[config.mk]
export PLATFORM = sky130hd
export DESIGN_NAME = oswf_divider
export DESIGN_NICKNAME = d
export VERILOG_FILES = /design/src/sv/assert_macros.svh /design/src/sv/oswf_pkg.sv /design/src/sv/oswf_divider.sv
export SDC_FILE = /design/constraint.sdc
export NUM_CORES = 1
export LEC_CHECK = 0
export BUFFER_PORTS_ARGS = -buffer_cell sky130_fd_sc_hd__buf_2
export CAP_MARGIN = 20
export CORE_ASPECT_RATIO = 2
export CORE_MARGIN = 5
export CORE_UTILIZATION = 45
export CTS_CLUSTER_DIAMETER = 120
export DETAILED_ROUTE_END_ITERATION = 8
export GPL_TIMING_DRIVEN = 0
export HOLD_SLACK_MARGIN = 0.15
export PLACE_DENSITY = 0.69
export SYNTH_ARGS = -nofsm -noshare
export SYNTH_HDL_FRONTEND = slang
export SYNTH_SLANG_ARGS = --single-unit
[constraint.sdc]
create_clock -name clk -period 2.83 [get_ports clk]
set_clock_uncertainty 0.05 [all_clocks]
set_input_delay 0.566 -clock clk [delete_from_list [all_inputs] [get_ports clk]]
set_output_delay 0.566 -clock clk [all_outputs]
set_load 0.01 [all_outputs]
[src/sv/assert_macros.svh]
// assertion macros used by the filter unit
`ifndef ASSERT_MACROS_SVH
`define ASSERT_MACROS_SVH
// implication checked every clock outside reset
`define AST_IMP(label, clk, rst_n, pre, post) \
	label: assert property (@(posedge clk) disable iff (!rst_n) (pre) |-> (post)) \
		else $error("assertion failed");
// next-cycle implication checked outside reset
`define AST_NXT(label, clk, rst_n, pre, post) \
	label: assert property (@(posedge clk) disable iff (!rst_n) (pre) |=> (post)) \
		else $error("assertion failed");
`endif

[src/sv/oswf_pkg.sv]
// shared types and constants of the order statistic window filter
package oswf_pkg;
	typedef enum logic [1:0] {
		MODE_MEDIAN   = 2'd0,
		MODE_MIDPOINT = 2'd1,
		MODE_TRIM     = 2'd2,
		MODE_SPARE    = 2'd3
	} mode_t;

	typedef enum logic [1:0] {
		REG_WIDTH  = 2'd0,
		REG_HEIGHT = 2'd1,
		REG_MODE   = 2'd2,
		REG_TRIM   = 2'd3
	} reg_idx_t;

	typedef enum logic [2:0] {
		ST_IDLE,
		ST_GATHER,
		ST_SORT,
		ST_SUM,
		ST_DIV,
		ST_OUT
	} state_t;

	localparam int unsigned CMD_PIXEL = 0;
	localparam int unsigned CMD_DRAIN = 1;
	localparam logic [10:0] RST_WIDTH = 11'd640;
	localparam logic [10:0] RST_HEIGHT = 11'd480;
	localparam logic [2:0] RST_TRIM = 3'd2;
endpackage

[src/sv/oswf_divider.sv]
// restoring divider, one quotient bit per cycle
module oswf_divider import oswf_pkg::*; #(
	parameter int NW = 18,
	parameter int DW = 6
) (
	input  logic          clk,
	input  logic          arst_n,
	input  logic          start,
	input  logic [NW-1:0] num,
	input  logic [DW-1:0] den,
	output logic          done,
	output logic [NW-1:0] quot
);
	localparam int CW = $clog2(NW + 1);
	logic [NW-1:0] q_q;
	logic [DW:0]   r_q;
	logic [DW-1:0] d_q;
	logic [CW-1:0] cnt_q;
	logic          busy_q;
	logic          done_q;
	logic [DW:0]   trial;

	always_comb begin
		trial = {r_q[DW-1:0], q_q[NW-1]};
	end

	always_ff @(posedge clk or negedge arst_n) begin
		if (!arst_n) begin
			busy_q <= 1'b0;
			cnt_q <= '0;
		end else if (start) begin
			busy_q <= 1'b1;
			cnt_q <= CW'(NW);
		end else if (busy_q) begin
			cnt_q <= cnt_q - 1'b1;
			if (cnt_q == CW'(1)) busy_q <= 1'b0;
		end
	end

	// done is registered on the last shift, so the quotient is complete while done is high
	always_ff @(posedge clk or negedge arst_n) begin
		if (!arst_n) begin
			done_q <= 1'b0;
		end else begin
			done_q <= busy_q && !start && (cnt_q == CW'(1));
		end
	end

	always_ff @(posedge clk) begin
		if (start) begin
			q_q <= num;
			r_q <= '0;
			d_q <= den;
		end else if (busy_q) begin
			if (trial >= {1'b0, d_q}) begin
				r_q <= trial - {1'b0, d_q};
				q_q <= {q_q[NW-2:0], 1'b1};
			end else begin
				r_q <= trial;
				q_q <= {q_q[NW-2:0], 1'b0};
			end
		end
	end

	assign done = done_q;
	assign quot = q_q;
endmodule

==> flow_results.org <==
** Timing
- The count of pins over their slew limit came to 0.
- Number of setup violations in the final report :: 0
- Normalized max-slew margin :: 0.6574
- For the final routed database, the setup TNS stands at 0 ns.
- The worst path in the final design needs a cycle of 2.100 ns, including I/O delays and setup.
- Number of hold-slack violations in the final timing report :: 0
- In the finished design, the share of the clock period the worst path needs comes to 0.7420.
- Hold is met by 0.4006 ns.
- Timing-limited maximum frequency :: 0.4762 GHz
- Setup repair after global routing left no endpoint under its margin.
- At the pin with the least slew margin, the transition time is 0.5139 ns.

** Yosys
- Synthesis inferred 37 register bits.
- Fraction of registers with async set/reset :: 0.1892
- The commonest cells after synthesis are sky130_fd_sc_hd__edfxtp_1, sky130_fd_sc_hd__mux2_2, sky130_fd_sc_hd__nor2_1.
- Post-synth top area share :: 0.3863
- Prevailing post-synth register cell :: sky130_fd_sc_hd__edfxtp_1
- Averaged over all synthesized cells, the footprint is 12.96 um2.
- Sorting the synthesized cells by area gives the leading types as sky130_fd_sc_hd__edfxtp_1, sky130_fd_sc_hd__mux2_2, sky130_fd_sc_hd__dfrtp_1.
- Sequential area share after synthesis :: 0.5446
- Yosys mapped the design onto 37 distinct sky130hd cell types.
- The biggest area contributor in the post-synthesis netlist is sky130_fd_sc_hd__edfxtp_1.
- In this run the cell area of the synthesized design comes to 1866 um2.
- The most common cell in the synthesized netlist is sky130_fd_sc_hd__edfxtp_1.
- Yosys printed 0 warnings.
- In the synthesized netlist, the number of instances is 144.
- Counting flops with a built-in enable in the synthesized netlist gives 24.
- Total nets after synthesis :: 180

** Clocking
- Clock tree from TritonCTS :: built
- Clock tree root buffer cell :: sky130_fd_sc_hd__clkbuf_8
- CTS built an H-tree with a depth of 2.
- Post-CTS clock slew at the launch and capture registers of the worst setup and hold paths :: 0.07 ns
- The clock net in this run drives a total of 37 sinks.
- Number of buffers on the longest clock path :: 2
- Worst-Skew Late Latency :: 0.28 ns
- Clock tree synthesis inserted a total of 5 buffers.
- Number of cells upsized or downsized after cts :: 0

** Global routing
- The via count of the first global-routing pass came to 1477.
- Antenna violations before repair :: 0
- The first global-routing pass estimated 6.423 mm of wire.
- Pin count of the biggest net entering global routing :: 19
- Total global routing overflow :: 0
- Tot GR Track Use :: 0.1461

** Floorplanning
- The die is 101.1 um tall.
- Initial cell density of the core :: 0.4610
- Die outline width :: 55.53 um
- Area of the core :: 4046 um2
- Row generation in the floorplan step produced 33 rows.
- The die covers 5612 um2.
- Pin placement for this block handled 46 I/O pins.

** Placement
- Routability-driven placement finished with a final weighted congestion of 0.8009.
- In this run the cell area measured after placement is 2156 um2.
- IO buf count :: 45
- The wire-length estimate of the detail-placed layout is 2.981 mm.
- Once placement completed, the tool counted placed cells totaling 241.

** Routing
- After detailed routing, the number of vias per cell comes to 5.196.
- The detail route stage leaves a number of antenna-violating nets equal to 0.
- After detailed routing, the number of remaining DRC violations is 0.
- Post-detailed-routing wire length :: 3.800 mm
- Number of search-and-repair iterations in the first detailed-routing pass :: 4
- The detailed router placed 1299 vias in this run.
- Routed wire per std cell :: 15.20 um
- After the first detailed-routing iteration, the DRC count stood at 23.

** Cells and area
- Summed area of non-filler cells in the final layout :: 2256 um2
- Sequential cell area :: 1016 um2
- Antenna fix cells :: 0
- Cell Count, Final, Fillers Out :: 250
- The multi-input combinational cells in the finished layout cover a total of 789.5 um2.
- In the final design database the tool counted 233 nets.
- Layout cells sized above 1 :: 0.3990
- Fill count :: 386
- The area growth from synthesis to layout is 20.93%.

** Min path
- The startpoint identified for the worst hold timing path is den[5].
- Along the worst hold path, the cell count comes to 1.
- The min-delay analysis places its worst path in the category in2reg.
- Destination of the worst hold path :: d_q[5]

** Power and ir drop
- Of the total power, the share spent switching nets is 0.3108.
- PD cells :: 717.7 nW/um2
- Leak Pwr :: 0.9856 nW
- Fraction of power consumed by the clock network :: 0.233
- Cell-internal power :: 1.116 mW
- Power share of the sequential group :: 0.451
- Logic gate share of total power :: 0.316
- Peak supply drop :: 0.4535 mV
- The analysis attributes to net switching a power of 503.2 uW.

** Critical path
- The critical path is of the reg2reg type.
- Data on the critical path is required at its endpoint by 2.82 ns.
- Kind of end point of the critical path :: register
- Along the worst path, the maximum fanout reaches 8.
- Data arrives at the worst endpoint at 2.09 ns.
- STA classifies the critical path startpoint as a register.
- In this run the critical register-to-register path is launched from d_q[4].
- Number of cells on the worst reg-to-reg path :: 6
- The endpoint identified for the worst register-to-register timing path is quot[0].
- The worst register-to-register path has a setup slack of 0.73 ns.

** Flow run
- Max Cap Violations :: 0

** Run status
- The run finished with clean final reports.
[critical path, stage by stage (launching register included)]
cell	delay, ns
sky130_fd_sc_hd__edfxtp_1	0.33
sky130_fd_sc_hd__inv_1	0.04
sky130_fd_sc_hd__ha_1	0.36
sky130_fd_sc_hd__a21o_1	0.22
sky130_fd_sc_hd__a211oi_2	0.35
sky130_fd_sc_hd__o31ai_4	0.20
sky130_fd_sc_hd__mux2_2	0.29
[power groups by stage]
stage	Clock [mW]	Combinational (mW)	Sequential (mW)
after global routing	0.408	0.569	0.744
after global placement	0	0.498	0.738
after floorplan	0	0.363	0.745
final	0.377	0.512	0.730
after CTS	0.390	0.518	0.733
after detailed placement	0	0.513	0.741
[per-layer routing]
metal | GRT usage | wire [um] | vias to the layer above
li1 | - | - | 630
met1 | 0.1382 | 1367 | 620
met2 | 0.2874 | 2174 | 42
met3 | 0.02308 | 159 | 7
met4 | 0.08240 | 98 | 0
met5 | 0 | 0 | -
[cells by family (layout without fill, tap and decap cells)]
family / Yosys count / in the layout / share of synthesized area
fa+ha+maj: 9 / 9 / 0.06439
simple gates: 31 / 31 / 0.09457
xor+xnor: 7 / 7 / 0.03286
compound gates: 22 / 22 / 0.1006
flops: 37 / 37 / 0.5446
buf+inv: 16 / 70 / 0.03219
mux: 22 / 22 / 0.1308
[registers in the layout, summed over array words and instances (netlist names)]
signal,flops
busy_q,1
cnt_q,5
d_q,6
done,1
quot,18
r_q,6
[cell type report]
class | instances | share of cell area
Sequential cell | 37 | 0.4504
Timing Repair Buffer | 46 | 0.1043
Buffer | 6 | 0.009983
Inverter | 10 | 0.01664
Clock buffer | 8 | 0.03993
Multi-Input combinational cell | 91 | 0.3500
Tap cell | 52 | 0.02884
[timing repair]
action | 4_1_cts | 5_1_grt
setup buffers | 0 | 0
endpoints found under the hold margin | 7 | 0
hold buffers | 1 | 0
[through the flow]
stage / utilization / total power, mW / setup WS [ns]
4_1_cts: 0.5575 / 1.640 / 0.7162
2_1_floorplan: - / 1.107 / 0.8717
5_1_grt: 0.5575 / 1.721 / 0.5939
3_3_place_gp: 0.5328 / 1.236 / 0.5993
6_report: 0.5575 / 1.619 / 0.7301
3_5_place_dp: 0.5328 / 1.254 / 0.5313
[cell usage in the layout, fill, tap and decap left out, types with 2 or more instances in the layout]
cell type                  instances
sky130_fd_sc_hd__a21oi_1           2
sky130_fd_sc_hd__dfxtp_1           6
sky130_fd_sc_hd__a211oi_1          3
sky130_fd_sc_hd__nor3_1            4
sky130_fd_sc_hd__clkbuf_1          7
sky130_fd_sc_hd__nor2_1           11
sky130_fd_sc_hd__mux2i_1           3
sky130_fd_sc_hd__xnor2_1           4
sky130_fd_sc_hd__o21ai_0           3
sky130_fd_sc_hd__a21o_1            2
sky130_fd_sc_hd__dfrtp_1           7
sky130_fd_sc_hd__a211oi_2          2
sky130_fd_sc_hd__nand2b_1          5
sky130_fd_sc_hd__clkbuf_8          6
sky130_fd_sc_hd__edfxtp_1         24
sky130_fd_sc_hd__ha_1              8
sky130_fd_sc_hd__mux2_2           19
sky130_fd_sc_hd__buf_2            45
sky130_fd_sc_hd__xor2_1            3
sky130_fd_sc_hd__inv_1            10
sky130_fd_sc_hd__nand2_1           4
sky130_fd_sc_hd__nor2b_1           2
[worst max-delay path by stage]
stage / start / end / cells past startpoint
after floorplan: d_q[4] / quot[0] / 6
after global placement: start / quot[2] / 4
after detailed placement: start / quot[3] / 4
after CTS: d_q[4] / quot[0] / 6
after global routing: quot[17] / r_q[5] / 7
final: d_q[4] / quot[0] / 6
Note: power is estimated with default switching activity, not from simulation.
